## config.mk

```make
export PLATFORM = sky130hd
export DESIGN_NAME = smhl_ram
export DESIGN_NICKNAME = d
export VERILOG_FILES = /design/src/smhl_ram.sv
export SDC_FILE = /design/constraint.sdc
export NUM_CORES = 2
export LEC_CHECK = 0
export BUFFER_PORTS_ARGS = -buffer_cell sky130_fd_sc_hd__buf_2
export CAP_MARGIN = 20
export CORE_ASPECT_RATIO = 0.7
export CORE_MARGIN = 5
export CORE_UTILIZATION = 55
export CTS_BUF_LIST = sky130_fd_sc_hd__clkbuf_2
export DETAILED_ROUTE_END_ITERATION = 10
export MAX_ROUTING_LAYER = met4
export PLACE_DENSITY = 0.71
export SLEW_MARGIN = 10
export SYNTH_ARGS = -nofsm -noshare
export SYNTH_HDL_FRONTEND = slang
export SYNTH_SLANG_ARGS = --single-unit
```

## constraint.sdc

```tcl
create_clock -name clk -period 4.2 [get_ports clk]
set_input_delay 0.42 -clock clk [delete_from_list [all_inputs] [get_ports clk]]
set_output_delay 0.42 -clock clk [all_outputs]
set_load 0.01 [all_outputs]
```

## src/smhl_ram.sv

```systemverilog
// Generic single-write, single-read RAM with a registered read port.
// No dependencies.
`default_nettype none

module smhl_ram #(
  parameter int WIDTH = 16,
  parameter int DEPTH = 128
) (
  input  logic                     clk,
  input  logic                     we,
  input  logic [$clog2(DEPTH)-1:0] waddr,
  input  logic [WIDTH-1:0]         wdata,
  input  logic                     re,
  input  logic [$clog2(DEPTH)-1:0] raddr,
  output logic [WIDTH-1:0]         rdata
);

  logic [WIDTH-1:0] mem_r [DEPTH];
  logic [WIDTH-1:0] rdata_r;

  always_ff @(posedge clk) begin
    if (we) begin
      mem_r[waddr] <= wdata;
    end
    if (re) begin
      rdata_r <= mem_r[raddr];
    end
  end

  assign rdata = rdata_r;

endmodule

`default_nettype wire

```

== After elaboration in Yosys (flattened, before gate mapping) ==
Memory sizes are Yosys's and may differ from the RTL's. A register that Yosys moved wholly into a read port is not among the register bits.
Cells that the tools add are included.

* Multiplexer cells: 2

{| class="wikitable"
|+ Operator list
! operator !! count
|-
| 1-bit 2-to-1 mux || 2
|}

* Output and inout port bits: 16
* Bits in writable memories: 2,048
* Memories: 1
* Bits of input ports: 33
* Logic and storage cells: 3
* Register bits after elaboration: 0

{| class="wikitable"
|+ Memory list
! name !! words !! width !! rd ports !! clocked after Yosys merged registers in !! write ports !! line !! source
|-
| mem_r || 128 || 16 || 1 || 1 || 1 || 18 || <nowiki>logic [WIDTH-1:0] mem_r [DEPTH];</nowiki>
|}

== Depth between registers and ports, before layout ==
* Depth after elaboration: 2
* Mapped depth: 7
* Mapped depth without buffers: 4

== Worst setup path after synthesis ==
No wires, ideal clock.

* Path kind: input port to flip-flop
* From: in raddr[0]
* To: reg rdata_r[0], in the netlist rdata[0] (read register of mem_r), data pin
* Library setup time: 260 ps
* Buffers on the path: 2
* Required time: 3,940 ps
* Arrival time: 2,795 ps
* Stages on the path: 6
* Path slack: 1,146 ps
* Cells stage by stage: buf_2 -> buf_1 -> mux4_2 -> mux4_2 -> mux4_2 -> mux2_2

{| class="wikitable"
|+ RTL lines
! element !! line !! source
|-
| from (decl) || 14 || <nowiki>input logic [$clog2(DEPTH)-1:0] raddr,</nowiki>
|-
| to (decl) || 19 || <nowiki>logic [WIDTH-1:0] rdata_r;</nowiki>
|}

==> results by group <==
Logic synthesis
  – Syn Std Cell Area: 0.0787 mm^2
  – Count leader, synth: edfxtp_1
  – Post-synth top cells: edfxtp_1, mux4_2, nor2_1
  – Syn Area/Cell: about 25 um^2
  – Synth area leaders: edfxtp_1, mux4_2, nor2_1
  – Synth area leader: edfxtp_1
  – Yosys reg bits: a little over 2000
  – Asr flop ratio synth: 0%
  – Adder-cell share of the synthesized area: 0%
  – Post-synthesis sequential area ratio: between 70 and 80%
  – Post-synthesis simple-gate area fraction: less than 1%
  – Xor/xnor share of the synthesized area: 0%
  – Synthesized Nets: 3119
  – Post-synth top area share: between 70% and 80%
  – Post-synthesis mux area share: between 10% and 20%
  – Syn Inst Count: 3086
  – Post-synth EDFFs: around 2100
  – Top FF cell, synth: edfxtp_1
  – Synth Area in Compound Gates: 0%
  – Synth Warn #: 0
  – Largest family of logic cells by synthesized area: multiplexers
  – Number of distinct library cells after synthesis: 16

STA
  – Final setup fails: 0
  – Tcrit/Tclk final: a little over nine tenths
  – Skew final: 0.158 ns
  – Slew @ Worst Pin: 1.24 ns
  – Final worst setup slack: 0.0963 ns
  – Slew headroom: 17.3%
  – Setup TNS: 0 ns
  – Fin crit period: 4.10 ns
  – Slew Limit Fails: 0
  – Peak Freq: 244 MHz
  – Hold Vio Cnt, Final: 0
  – Hold slack: 0.221 ns
  – RSZ-0062 raised after global routing: false

Routing
  – DRT iter0 DRCs: about 6000
  – Residual DRC: 0
  – Total number of vias: around 38000
  – Detailed-route vias per instance: between 6 and 7
  – Final WL: 194 mm
  – WL/cell: approximately 32 um
  – Detailed Routing Iterations Pass 1: 6
  – Number of nets with antenna violations after routing: 0

Final layout
  – Area grow syn2layout: 11.8%
  – Layout cells sized above 1: 40.9%
  – Layout fillers: around 9600
  – Area of the multi-input gates: 0.0161 mm^2
  – Fin nets: ~3800
  – FF/Latch Area: approximately 0.062 mm^2

Clocking
  – Reg clk slew, reported paths: 0.12 ns
  – CTS resizes: 0
  – CTS buffer count: 451
  – Clock Path Buffers: 4
  – Worst-Skew Late Latency: about 1.8 ns
  – Clock Tree Root: clkbuf_2
  – H-tree Lvls: 5
  – Sink Count: approximately 2100
  – CTS tree: done

Floorplanning
  – Ports: 49
  – Row count: 116
  – Die footprint: 0.151 mm^2
  – CORE AREA: 0.143 mm^2
  – Die width: around 460 um
  – Initial Utilization: between 50% and 60%
  – Die H: about 330 um

Placement
  – Port bufs: 48
  – GPL Wtd Cong: between 0.8 and 0.9
  – Hpwl dp: 110 mm
  – DP Worst Slack: approximately 0.55 ns

Pwr
  – Power per cell area: between 400 and 500 mW/mm^2
  – Max IR drop VDD: ~0.26 mV
  – Tot Pwr: 36.9 mW
  – Leak Pwr: ~28 nW

Hold path
  – Min-Delay Path Class: input port to flop
  – Min-delay src: wdata[0]
  – Hold path endpoint: mem_r[20][0]
  – Hold path cells: 4

Worst setup path
  – Internal reg-to-reg setup slack: 0.1 ns
  – Crit path DAT: 5.68 ns
  – Critical Path RT: about 5.8 ns
  – Critical R2R Launch: mem_r[109][15]
  – Crit Path Class: flop to flop
  – Crit-path max FO: 1
  – CP Launch Type: flop
  – Worst reg2reg path depth: 7
  – FF-to-FF End: rdata[15]
  – Critical path endpoint category: flop

GRT
  – Largest net degree at the start of global routing: 97
  – Grt ovf: 0
  – Vias in the first global route: around 40000
  – First-pass GRT wire length: about 280 mm
  – Gr usage total: between 20% and 30%
  – Initial antenna violation count: 13

Job
  – Max-cap viol count: 0

Run status
  – Outcome: finished clean
==> registers in the layout (all words and copies together), names as in the netlist <==
register,cells
rdata,16
mem_r,2048
==> cells by family (layout without fill, tap and decap cells) <==
family	after synthesis	count (layout)
multiplexers	688	688
other	0	13
buffers and inverters	164	1158
flip-flops	2064	2064
AND/OR/NAND/NOR	170	170
==> repair_timing <==
item	in CTS	in global routing
setup buffers	0	0
hold endpoints to repair	4128	0
hold buffers	102	0
setup endpoints to repair	0	0
==> metrics by stage <==
| stage | cells | util (%) | instance area [um^2] |
|---|---|---|---|
| after detailed placement | 5082 | 58.1 | 82700 |
| after global routing | 5979 | 61.7 | 88000 |
| after CTS | 5968 | 61.7 | 87900 |
| final | 5981 | 61.7 | 88000 |
| after global placement | 5082 | 58.1 | 82700 |
| after floorplan | 3086 | - | 78700 |
==> placed cells by master, fill, tap and decap left out, types with 12 or more instances in the layout <==
master	synthesis	routed
edfxtp_1	2064	2064
mux4_2	672	672
clkbuf_2	0	656
buf_4	1	212
nor2_1	122	122
clkinv_1	0	100
dlygate4sd3_1	0	85
buf_12	0	30
buf_2	52	28
mux2_2	16	16
clkinv_2	0	16
buf_16	0	15
nand2_1	14	14
diode_2	0	13
nand3_1	12	12
==> where the power goes <==
group,total [mW],internal (mW),leakage [nW],switching [mW]
sequential,22.8,22.7,18.6,0.0438
combinational,2.29,0.971,6.55,1.32
clock,11.8,4.34,3.01,7.50
==> final cells by class <==
class | instances | share of cell area, %
Antenna cell | 13 | 0.0370
Clock buffer | 656 | 3.73
Clock inverter | 128 | 0.671
Multi-Input combinational cell | 858 | 18.3
Sequential cell | 2064 | 70.5
Tap cell | 1888 | 2.69
Timing Repair Buffer | 374 | 4.15
==> routing by layer <==
metal	wire (um)	up-vias	share of wire [%]	track usage [%]
met2	87500	2811	45	37.7
met5	0	-	0	-
met3	27300	367	14	7.82
met4	5540	0	2.9	8.11
li1	-	15100	-	-
met1	73800	19900	38	39.4
==> critical path: stages (launching register included) <==
cell and delay [ns]:
edfxtp_1 0.38, mux4_2 0.51, mux4_2 0.50, dlygate4sd3_1 0.62, mux4_2 0.49, dlygate4sd3_1 0.60, mux2_2 0.27, dlygate4sd3_1 0.56
==> worst max path at each step <==
| stage | start | end | cells after the start |
|---|---|---|---|
| floorplan | raddr[0] | rdata[0] | 6 |
| global placement | raddr[0] | rdata[5] | 7 |
| detailed placement | raddr[0] | rdata[5] | 7 |
| CTS | mem_r[111][15] | rdata[15] | 7 |
| global route | mem_r[111][15] | rdata[15] | 7 |
| finish | mem_r[109][15] | rdata[15] | 7 |
(Power assumes the default switching activity.)
