**config.mk**
```make
export PLATFORM = sky130hd
export DESIGN_NAME = smhl_cell
export DESIGN_NICKNAME = d
export VERILOG_FILES = /design/src/smhl_pkg.sv /design/src/smhl_cell.sv
export SDC_FILE = /design/constraint.sdc
export NUM_CORES = 1
export LEC_CHECK = 0
export BUFFER_PORTS_ARGS = -buffer_cell sky130_fd_sc_hd__buf_2
export CAP_MARGIN = 20
export CORE_UTILIZATION = 43
export DETAILED_ROUTE_END_ITERATION = 10
export PLACE_DENSITY = 0.7
export SETUP_SLACK_MARGIN = 0.2
export SLEW_MARGIN = 20
export SYNTH_ARGS = -nofsm -noshare
export SYNTH_HDL_FRONTEND = slang
export SYNTH_SLANG_ARGS = --single-unit
```
**constraint.sdc**
```tcl
create_clock -name clk -period 6 [get_ports clk]
set_input_delay 0.6 -clock clk [delete_from_list [all_inputs] [get_ports clk]]
set_output_delay 0.6 -clock clk [all_outputs]
set_load 0.01 [all_outputs]
```
**src/smhl_pkg.sv**
```systemverilog
// Shared types and constants for the symbol map lookup block.
// No dependencies; smhl_cell and the top level import this package.
`default_nettype none

package smhl_pkg;

  // Fixed widths of the transaction fields.
  localparam int KEY_W     = 32;
  localparam int LEN_W     = 3;
  localparam int OUT_SYM_W = 16;

  // Legal key lengths in bytes.
  localparam logic [LEN_W-1:0] LEN_MIN  = 3'd1;
  localparam logic [LEN_W-1:0] LEN_MAX  = 3'd4;
  localparam logic [LEN_W-1:0] LEN_BYTE = 3'd1;

  // Request codes.
  typedef enum logic {
    REQ_ADD    = 1'b0,
    REQ_LOOKUP = 1'b1
  } smhl_req_t;

  // Control part of a token that travels along the cell chain.
  typedef struct packed {
    logic vld;     // token carries a transaction
    logic add;     // store a multi-byte key in the first free cell
    logic lkp;     // search the cells for a multi-byte key
    logic placed;  // the add has already found its cell
    logic status;  // add refused, store full
  } smhl_ctl_t;

endpackage

`default_nettype wire

```
**src/smhl_cell.sv**
```systemverilog
// One cell of the entry chain: holds one stored key entry and one token stage.
// Depends on smhl_pkg.
`default_nettype none

module smhl_cell #(
  parameter int SYM_W = 16
) (
  input  logic                           clk,
  input  logic                           rst_n,
  input  logic                           adv,
  input  smhl_pkg::smhl_ctl_t            ctl_i,
  input  logic [smhl_pkg::KEY_W-1:0]     key_i,
  input  logic [smhl_pkg::LEN_W-1:0]     len_i,
  input  logic [SYM_W-1:0]               sym_i,
  input  logic [SYM_W-1:0]               found_i,
  output smhl_pkg::smhl_ctl_t            ctl_o,
  output logic [smhl_pkg::KEY_W-1:0]     key_o,
  output logic [smhl_pkg::LEN_W-1:0]     len_o,
  output logic [SYM_W-1:0]               sym_o,
  output logic [SYM_W-1:0]               found_o
);

  import smhl_pkg::*;

  // Stored entry.
  logic             wr_r, wr_nxt;
  logic             live_r, live_nxt;
  logic [KEY_W-1:0] ekey_r;
  logic [LEN_W-1:0] elen_r;
  logic [SYM_W-1:0] esym_r;

  // Token stage.
  smhl_ctl_t        ctl_r, ctl_nxt;
  logic [KEY_W-1:0] key_r;
  logic [LEN_W-1:0] len_r;
  logic [SYM_W-1:0] sym_r;
  logic [SYM_W-1:0] found_r, found_nxt;

  logic match;
  logic take;
  logic kill;
  logic hit;

  always_comb begin
    match = live_r && (ekey_r == key_i) && (elen_r == len_i);
    take  = ctl_i.vld && ctl_i.add && !ctl_i.placed && !wr_r;
    kill  = ctl_i.vld && ctl_i.add && wr_r && match;
    hit   = ctl_i.vld && ctl_i.lkp && match;

    ctl_nxt        = ctl_i;
    ctl_nxt.placed = ctl_i.placed | take;
    found_nxt      = hit ? esym_r : found_i;

    wr_nxt   = wr_r | take;
    live_nxt = live_r;
    if (take) begin
      live_nxt = 1'b1;
    end else if (kill) begin
      // A newer copy of this key is being stored further down the chain.
      live_nxt = 1'b0;
    end
  end

  always_ff @(posedge clk) begin
    if (!rst_n) begin
      wr_r   <= 1'b0;
      live_r <= 1'b0;
      ctl_r  <= '0;
    end else if (adv) begin
      wr_r   <= wr_nxt;
      live_r <= live_nxt;
      ctl_r  <= ctl_nxt;
    end
  end

  always_ff @(posedge clk) begin
    if (adv) begin
      if (take) begin
        ekey_r <= key_i;
        elen_r <= len_i;
        esym_r <= sym_i;
      end
      key_r   <= key_i;
      len_r   <= len_i;
      sym_r   <= sym_i;
      found_r <= found_nxt;
    end
  end

  assign ctl_o   = ctl_r;
  assign key_o   = key_r;
  assign len_o   = len_r;
  assign sym_o   = sym_r;
  assign found_o = found_r;

endmodule

`default_nettype wire

```
After elaboration in Yosys (flattened, before gate mapping) --
Cells that the tools add are included.
Word-level totals: register bits after elaboration 125, bits of input ports 75, output and inout bits 72, logic and storage cells 35
Cells by class: equal/unequal tests 2, multiplexer cells 3, bitwise logic cells 2, reductions and logical operators 14
Operators with widths (number):
- 32-bit equality test | 1
- 16-bit 2-to-1 mux | 1
- 1-bit logical AND | 9
- 2-bit AND reduction | 2
- 3-bit equality test | 1
- 1-bit zero test | 2
- 1-bit 2-to-1 mux | 2
- 1-bit bitwise OR | 2
- 2-bit nonzero test | 1

Logic depth before layout (Yosys ltp) --
Gate-level depths: netlist of run 1.
depth after elaboration 6, mapped depth 6

Least setup slack after synthesis of run 1 --
Ideal clock, no wire load.
path type input to register, start point input port adv, end point register ekey_r[0], enable pin, library setup time 0.525 ns, data arrival time 4.565 ns, setup slack 0.910 ns, stages on the path 3, buffers on the path 1, path through clkbuf_1 -> nand3_1 -> nor3_1
On the way: word-level cells in the longest chain between the ends 1
Ends and longest elaborated chain:
- start: declaration | line smhl_cell.sv:10 | input logic adv,
- 2-bit AND reduction (no line)
- end signal: assignment | line smhl_cell.sv:79 | ekey_r <= key_i;
- end: declaration | line smhl_cell.sv:28 | logic [KEY_W-1:0] ekey_r;
Every way passes these cells. A chain may end at the register's enable or synchronous reset.

Worst setup path in the final report of run 1 --
start point register ekey_r[24], end point register found_r[10], in the netlist found_o[10] (data pin)
On the way: word-level cells in the longest chain between the ends 5
Ends and longest elaborated chain:
- 32-bit equality test | line smhl_cell.sv:45 | match = live_r && (ekey_r == key_i) && (elen_r == len_i);
- 1-bit logical AND (2 in series) | line smhl_cell.sv:45
- 1-bit logical AND | line smhl_cell.sv:48 | hit = ctl_i.vld && ctl_i.lkp && match;
- 16-bit 2-to-1 mux | line smhl_cell.sv:52 | found_nxt = hit ? esym_r : found_i;
- named net found_nxt[10] | line smhl_cell.sv:37 | logic [SYM_W-1:0] found_r, found_nxt;
- end signal: assignment | line smhl_cell.sv:86 | found_r <= found_nxt;
- end: declaration | line smhl_cell.sv:37
The timed path passes the listed nets, and every way through them passes these cells.

==> results of run 1 <==
==> worst register-to-register path: cells and delay by family, from the launching register on <==
kind	cells	cell delay (ns)
simple gates	3	1.08
mux	1	0.45
flops	1	0.37
xor+xnor	1	0.16
==> per-layer routing <==
layer	GRT usage [%]	vias to the layer above	part of all wire [%]
li1	-	1155	-
met1	18.3	1164	43
met2	24.7	92	49
met3	5.58	13	6.6
met4	8.88	0	1.7
met5	0	-	0
==> power by group <==
| group | switching, uW | leakage (uW) | internal (uW) |
|---|---|---|---|
| clock network | 365 | 0.000275 | 630 |
| logic | 73.8 | 0.000875 | 62.3 |
| registers | 11.3 | 0.00118 | 1010 |
| total | 450 | 0.00233 | 1700 |
==> Yosys cell counts, drive strengths merged <==
| cell type | number |
|---|---|
| buf | 1 |
| mux2i | 4 |
| inv | 1 |
| nor2b | 4 |
| nand4 | 10 |
| nor3 | 2 |
| o21a | 1 |
| a31oi | 1 |
| a21oi | 1 |
| mux2 | 16 |
| and2 | 2 |
| dfxtp | 7 |
| xnor2 | 35 |
| o31a | 1 |
| o21ai | 2 |
| nand3 | 2 |
| nor4 | 1 |
| clkbuf | 1 |
| nor2 | 1 |
| edfxtp | 118 |
==> worst max-delay path by stage <==
| stage | endpoint | startpoint |
|---|---|---|
| floorplan | ekey_r[0] | adv |
| global placement | found_o[9] | key_i[24] |
| detailed placement | found_o[11] | key_i[24] |
| CTS | found_o[11] | ekey_r[24] |
| global route | found_o[14] | ekey_r[3] |
| finish | found_o[10] | ekey_r[24] |
==> state kept, by name, summed over array words and instances, names as in the netlist <==
register  flops
ctl_o         5
ekey_r       32
live_r        1
esym_r       16
key_o        32
len_o         3
sym_o        16
wr_r          1
found_o      16
elen_r        3
==> layout by cell type, fill, tap and decap left out, drive strengths merged <==
cell	count
buf	149
edfxtp	118
xnor2	35
clkbuf	17
mux2	16
nand4	10
dfxtp	7
clkinv	7
mux2i	4
nor2b	4
bufinv	3
clkinvlp	3
inv	3
and2	2
nand3	2
o21ai	2
nor3	2
nor4	1
nor2	1
o21a	1
o31a	1
a31oi	1
a21oi	1
==> final cells by class <==
| class | count | share of cell area (%) |
|---|---|---|
| tap | 133 | 2.79 |
| sequential | 125 | 61.8 |
| clock buffer | 17 | 6.95 |
| clock inverter | 15 | 2.88 |
| inverter | 1 | 0.0630 |
| timing repair buffer | 149 | 12.7 |
| multi-input combinational | 83 | 12.9 |
==> metrics by stage <==
step	hold slack, ns	power [uW]	instance area [um^2]	util [%]	worst slack [ns]
after detailed placement	0.519	1170	5380	54.3	3.23
final	0.276	2150	5960	60.2	3.69
after floorplan	0.505	1090	4460	-	0.910
after CTS	0.251	2170	5960	60.2	3.59
after global routing	0.253	2220	5960	60.2	3.50
after global placement	0.494	1170	5380	54.3	3.29
==> kinds of logic after synthesis <==
family / synth area share, %
flip-flops: 82.5
AO/OA/AOI/OAI: 0.841
multiplexers: 5.77
buffers and inverters: 0.420
AND/OR/NAND/NOR: 3.59
XOR/XNOR: 6.87
==> out/results.ini, run 1 <==
[outcome]
status=finished clean

[critical_path]
cp_top_family=simple AND/OR/NAND/NOR gates
r2r_cells=5
end_kind=flop
critPathSlowestCell=nor3_1
cp.depth=5
r2r_slack_ns=3.69
worstPathCellList=xnor2_1 > nand4_1 > nor3_1 > nand4_4 > mux2_4
worstReg2RegEnd=found_o[10]
startpoint_type=flop
rr_startpoint=ekey_r[24]
critPathRequiredTime_ns=6.26
worst-path-buf-inv=0
cpPeakStageDelay_ns=0.49
critPathArrivalTime_ns=2.56
cp_max_fo=16
criticalPathCategory=flop to flop

[placed_design]
gp_congestion=0.698
portBuffers=146
dp_cells=491
hpwlAfterDp_um=5420

[timing]
fin_crit_ns=2.31
final_hold_viol_count=0
tns_ns=0
fmax_mhz=434
worst_slew_pin_slew_ns=0.961
relSlewSlack_pct=35.9
rsz0062_at_grt=no
drv_slew=0
fin_skew_ns=0.00914
period_share_pct=38.4
setup_violations=0

[power_and_ir_drop]
ir_drop_mv=0.160
leakage_uw=0.00233
power.density_mw_per_mm2=360

[synth]
yosysTopAreaCellShare_pct=79.4
yosys_warnings=0
syn_inst=211
synth-seq-cells=125
avgSynthCellArea_um2=21.2
yosysUniqueCellTypes=22
synthesis.nets=286
syn_area_mm2=0.00446
ys_seq_area_share_pct=82.5
synth_area_leaders=edfxtp_1, xnor2_1, mux2_4, dfxtp_1, mux2_2
yosys.area.top_type=edfxtp_1

[global_route]
grt_pass1_vias=2430
grt_first_pass_wirelength_um=12400
grt_max_degree=74
antenna_found_initial=0
grt.total_usage_pct=15.6
grt_overflow_total=0

[clocking]
post-cts-setup-buffers=0
cts.sinks=125
hold_buffers=0
cts.repair.resized=0
clk_pin_slew_ns=0.06
cts_tree=built
clk_latency_ns=0.51
cts_root_buf=clkbuf_8
cts_max_level=4
clk_path_buf_depth=2
cts_buffers=17

[worst_hold_path]
min_from=sym_i[1]
timing.hold.worst_path_depth=1
hold_end=sym_o[1]
min_path_type=input port to flop

[finish]
layout.nets=452
area_growth_pct=33.5
ff_latch_area_mm2=0.00368
fillers=776
diodes=0
final_cells=523
multiInputGateArea_um2=767
drive_gt1_share_pct=50.3

[floorplanning]
dieWidth_um=104
dieHeight_um=104
die-area_mm2=0.0108
rows=36
core-area_mm2=0.00991
start_util_pct=45.1
ioPinCount=147

[routing]
drc=0
drt-total-wl_um=7910
avgViaCountPerCell=4.63
postRouteAntennaNets=0
num_vias=2424
drtPass1Iterations=4
wl_per_cell_um=15.1
drtIter0Drc=76

[flow_run]
maxCapViolCount=0

(Power assumes the default switching activity.)
==> run 2, diff against run 1 <==
Settings changed: PLACE_DENSITY 0.7 to 0.72.
Clock period 6 ns to 1.9 ns, I/O delays scaled along.
==> run 2 against run 1 <==
Effect of this change: the run now ends with negative setup slack left; sequential power rose to 3.1 times the previous value; via count rose by 13%; worst hold slack got worse by 0.25 ns; register-to-register slack got worse by 3.7 ns; non-clock buffer count rose by 73; global-route usage rose by 2.9 points; critical endpoint is now found_o[6]; highest routed layer unchanged.
==> out/results.ini, run 2 (same netlist as run 1, synthesis figures left out) <==
[outcome]
status=complete, but fails checks
violations=negative setup slack

[routing]
postRouteAntennaNets=0
wl_per_cell_um=16.0
num_vias=2748
drt-total-wl_um=9560
drtIter0Drc=101
drc=0
drtPass1Iterations=4
avgViaCountPerCell=4.61

[clocking]
cts_root_buf=clkbuf_8
clk_path_buf_depth=2
clk_pin_slew_ns=0.06
cts_tree=built
cts.repair.resized=0
cts_max_level=4
cts_buffers=17
cts.sinks=125
clk_latency_ns=0.50

[floorplanning]
start_util_pct=45.1
rows=36
dieWidth_um=104
dieHeight_um=104
core-area_mm2=0.00991
ioPinCount=147
die-area_mm2=0.0108

[flow_run]
maxCapViolCount=0

[critical_path]
critPathArrivalTime_ns=2.17
end_kind=flop
cp_max_fo=16
startpoint_type=flop
critPathRequiredTime_ns=2.15
criticalPathCategory=flop to flop

[finish]
diodes=0
final_cells=596
final_cell_mix=buf_2, edfxtp_1, dlygate4sd3_1
layout.nets=525
multiInputGateArea_um2=786
ff_latch_area_mm2=0.00368
post-route-util_pct=68.4
fillers=705
drive_gt1_share_pct=44.1
final_common_cell=buf_2
area_growth_pct=51.8

[global_route]
grt_overflow_total=0
grt.total_usage_pct=18.5
grt_pass1_vias=2919
grt_max_degree=74
grt_first_pass_wirelength_um=14900
antenna_found_initial=0

[timing]
period_share_pct=101
rsz0062_at_grt=yes
fin_skew_ns=0.00940
relSlewSlack_pct=72.4
timing.hold.ws_ns=0.0257
drv_slew=0
fin_crit_ns=1.92
layout_setup_ws_ns=-0.0211
fmax_mhz=521
final_hold_viol_count=0
tns_ns=-0.134
worst_slew_pin_slew_ns=0.413
setup_violations=11

[placed_design]
dp_cells=496
gp_congestion=0.718
dp_slack_ns=-0.0818
hpwlAfterDp_um=5660
portBuffers=146

[power_and_ir_drop]
power.density_mw_per_mm2=1050
p_clk_share_pct=47.0
p_comb_share_pct=7.9
internal_power_uw=5710
ir_drop_mv=0.805
leakage_uw=0.00268
switching_share_pct=20.0
switchingPower_uw=1420
p_seq_share_pct=45.1

[worst_hold_path]
min_path_type=input port to flop

==> run 2: cell count changes in the layout (fill, tap and decap cells not counted), sizes merged <==
cell	before	now
bufinv	3	4
inv	3	2
dlygate4sd3	0	68
clkinv	7	3
buf	149	154
clkinvlp	3	2
clkbuf	17	22
==> run 2: power by group through the flow <==
stage	Clock [uW]	Combinational, uW	Sequential (uW)
after global placement	0	441	3260
final	3360	564	3210
after floorplan	0	99.1	3340
after detailed placement	0	452	3270
after global routing	3530	606	3230
after CTS	3410	562	3210
==> run 2: worst max-delay path, stage by stage (launching register included) <==
cell and delay [ns]:
edfxtp_1 0.37, xnor2_1 0.16, nand4_1 0.15, nor4_4 0.37, nand4_4 0.13, buf_12 0.19, mux2_4 0.30
==> run 2: layer usage <==
metal | global-route usage, % | vias up | routed length, um
met5 | 0 | - | 0
met4 | 8.67 | 0 | 218
met3 | 4.70 | 15 | 490
met2 | 32.0 | 101 | 5010
met1 | 21.5 | 1322 | 3840
li1 | - | 1310 | -
==> run 2: what timing repair did <==
item / 4_1_cts / 5_1_grt
endpoints found under the setup margin: 16 / 17
hold buffers: 66 / 2
gates cloned: 0 / 0
pin swaps: 1 / 4
buffers inserted: 0 / 0
hold endpoints to repair: 119 / 3
==> run 2: layout make-up <==
type                    count  share of cell area [%]
clock inverters            10                    2.40
clock buffers              22                    6.83
multi-input cells          83                    11.6
repair buffers            222                    22.3
inverters                   1                  0.0554
well taps                 133                    2.46
flip-flops and latches    125                    54.4
==> run 2: path summary, 6_finish.rpt <==
path / startpoint / to / slack [ns] / cells after the start
max: ekey_r[16] / found_o[6] / -0.02 / 6
min: found_i[8] / found_o[8] / 0.03 / 2
max reg2reg: ekey_r[16] / found_o[6] / -0.02 / 6
min reg2reg: ctl_o[4] / ctl_o[4] / 0.53 / 2
==> run 2: through the flow <==
step                total power [uW]  cell area [um^2]
finish                          7140              6780
global placement                3700              5470
CTS                             7190              6760
detailed placement              3720              5470
global route                    7360              6780
floorplan                       3440              4510
==> run 3, diff against run 2 <==
Settings changed: CTS_BUF_LIST set to sky130_fd_sc_hd__clkbuf_16.
==> run 3 against run 2 <==
Effect of this change: the flow still finishes with violations (negative setup slack); global-route usage fell by 1.7 points; sequential cell count did not move; first-iteration DRC count fell by 20%; design area fell by 5.7%; worst hold slack got worse by 0.017 ns; maximum frequency barely moved; utilization fell by 3.9 points.
==> out/results.ini, run 3 (same netlist as run 1, synthesis figures left out) <==
[floorplanning]
rows=36
start_util_pct=45.1
dieWidth_um=104
core-area_mm2=0.00991
die-area_mm2=0.0108
ioPinCount=147
dieHeight_um=104

[critical_path]
criticalPathCategory=flop to flop
cp_max_fo=16
worstPathCellList=xnor2_1 > nand4_1 > nor4_4 > nand4_4 > buf_12 > mux2_4
cpPeakStageDelay_ns=0.37
critPathSlowestCell=edfxtp_1
startpoint_type=flop
critPathArrivalTime_ns=2.07
critPathRequiredTime_ns=2.05
end_kind=flop

[power_and_ir_drop]
power.density_mw_per_mm2=1100
leakage_uw=0.00252
p_clk_share_pct=47.0
ir_drop_mv=0.804
p_seq_share_pct=45.9
internal_power_uw=5590
p_comb_share_pct=7.1
switching_share_pct=20.1
switchingPower_uw=1410
power_uw=7000

[timing]
tns_ns=-0.176
layout_setup_ws_ns=-0.0222
period_share_pct=101
timing.hold.ws_ns=0.00842
fmax_mhz=520
drv_slew=0
relSlewSlack_pct=72.6
fin_crit_ns=1.92
rsz0062_at_grt=yes
fin_skew_ns=0.00842
final_hold_viol_count=0
setup_violations=11
worst_slew_pin_slew_ns=0.411

[global_route]
grt.total_usage_pct=16.8
grt_pass1_vias=2654
grt_first_pass_wirelength_um=13500
antenna_found_initial=0
grt_max_degree=74
grt_overflow_total=0

[finish]
final_common_cell=buf_2
layout.nets=488
design_area_mm2=0.00639
diodes=0
drive_gt1_share_pct=47.2
final_cell_mix=buf_2, edfxtp_1, xnor2_1
area_growth_pct=43.1

[routing]
postRouteAntennaNets=0
drc=0
avgViaCountPerCell=4.63
wl_per_cell_um=15.6
drtPass1Iterations=4
drt-total-wl_um=8730
num_vias=2588
drtIter0Drc=81

[clocking]
clk_latency_ns=0.40
cts.repair.resized=0
cts.sinks=125
post-cts-setup-buffers=0
clk_pin_slew_ns=0.06
clk_path_buf_depth=2
cts_buffers=17
cts_max_level=4
cts_tree=built
cts_root_buf=clkbuf_16

[outcome]
violations=negative setup slack
status=complete, but fails checks

[placed_design]
portBuffers=146
placed_area_mm2=0.00547
hpwlAfterDp_um=5660
gp_congestion=0.718

[worst_hold_path]
min_path_type=input port to flop

[flow_run]
maxCapViolCount=0

-- run 3: cell types whose count changed in the layout (fill, tap and decap cells not counted), sizes merged --
cell | before | now
dlygate4sd3 | 68 | 31
inv | 2 | 4
clkinv | 3 | 6
clkbuf | 22 | 17
-- run 3: what timing repair did --
item,4_1_cts,5_1_grt
hold buffers,30,1
endpoints found under the setup margin,16,17
pin swaps,2,3
hold endpoints to repair,56,1
-- run 3: through the flow --
step                util (%)  worst slack (ns)  std cells
floorplan                  -            -0.199        211
global placement        55.2          -0.00641        496
detailed placement      55.2           -0.0818        496
CTS                     64.4           -0.0566        558
global route            64.5            -0.127        559
finish                  64.5           -0.0222        559
-- run 3: worst paths after layout --
path                    from          end  slack, ns  cells after the start
setup / recovery  ekey_r[16]  found_o[10]      -0.02                      6
hold / removal     key_i[17]    key_o[17]      0.008                      1
hold reg to reg     ctl_o[4]     ctl_o[4]       0.52                      2
setup reg to reg  ekey_r[16]  found_o[10]      -0.02                      6
-- run 3: final cells by class --
| cell class | count | area, um^2 |
|---|---|---|
| sequential | 125 | 3680 |
| fill | 738 | 3520 |
| timing repair buffer | 185 | 1140 |
| multi-input combinational | 83 | 786 |
| clock buffer | 17 | 425 |
| clock inverter | 15 | 181 |
| tap | 133 | 166 |
| inverter | 1 | 3.75 |
-- run 3: worst max-delay path, delay by kind of cell (launching register included) --
kind                      cells  cell delay [ns]
and+or+nand+nor               3             0.65
DFF                           1             0.37
muxes                         1             0.30
buffers and inverters         1             0.19
xor gates and xnor gates      1             0.16
-- run 3: per-layer routing --
metal / vias to the layer above / wire, um / part of all wire, % / global-route usage, %
met2: 105 / 4370 / 50 / 27.0
met3: 19 / 501 / 5.7 / 5.45
met5: - / 0 / 0 / 0
li1: 1235 / - / - / -
met1: 1229 / 3630 / 42 / 20.1
met4: 0 / 219 / 2.5 / 8.78
-- run 3: power groups by stage --
| stage | registers [uW] | logic, uW | clock network, uW |
|---|---|---|---|
| after floorplan | 3340 | 99.1 | 0 |
| after global placement | 3260 | 441 | 0 |
| after detailed placement | 3270 | 452 | 0 |
| after CTS | 3210 | 502 | 3340 |
| after global routing | 3230 | 536 | 3460 |
| final | 3210 | 497 | 3290 |
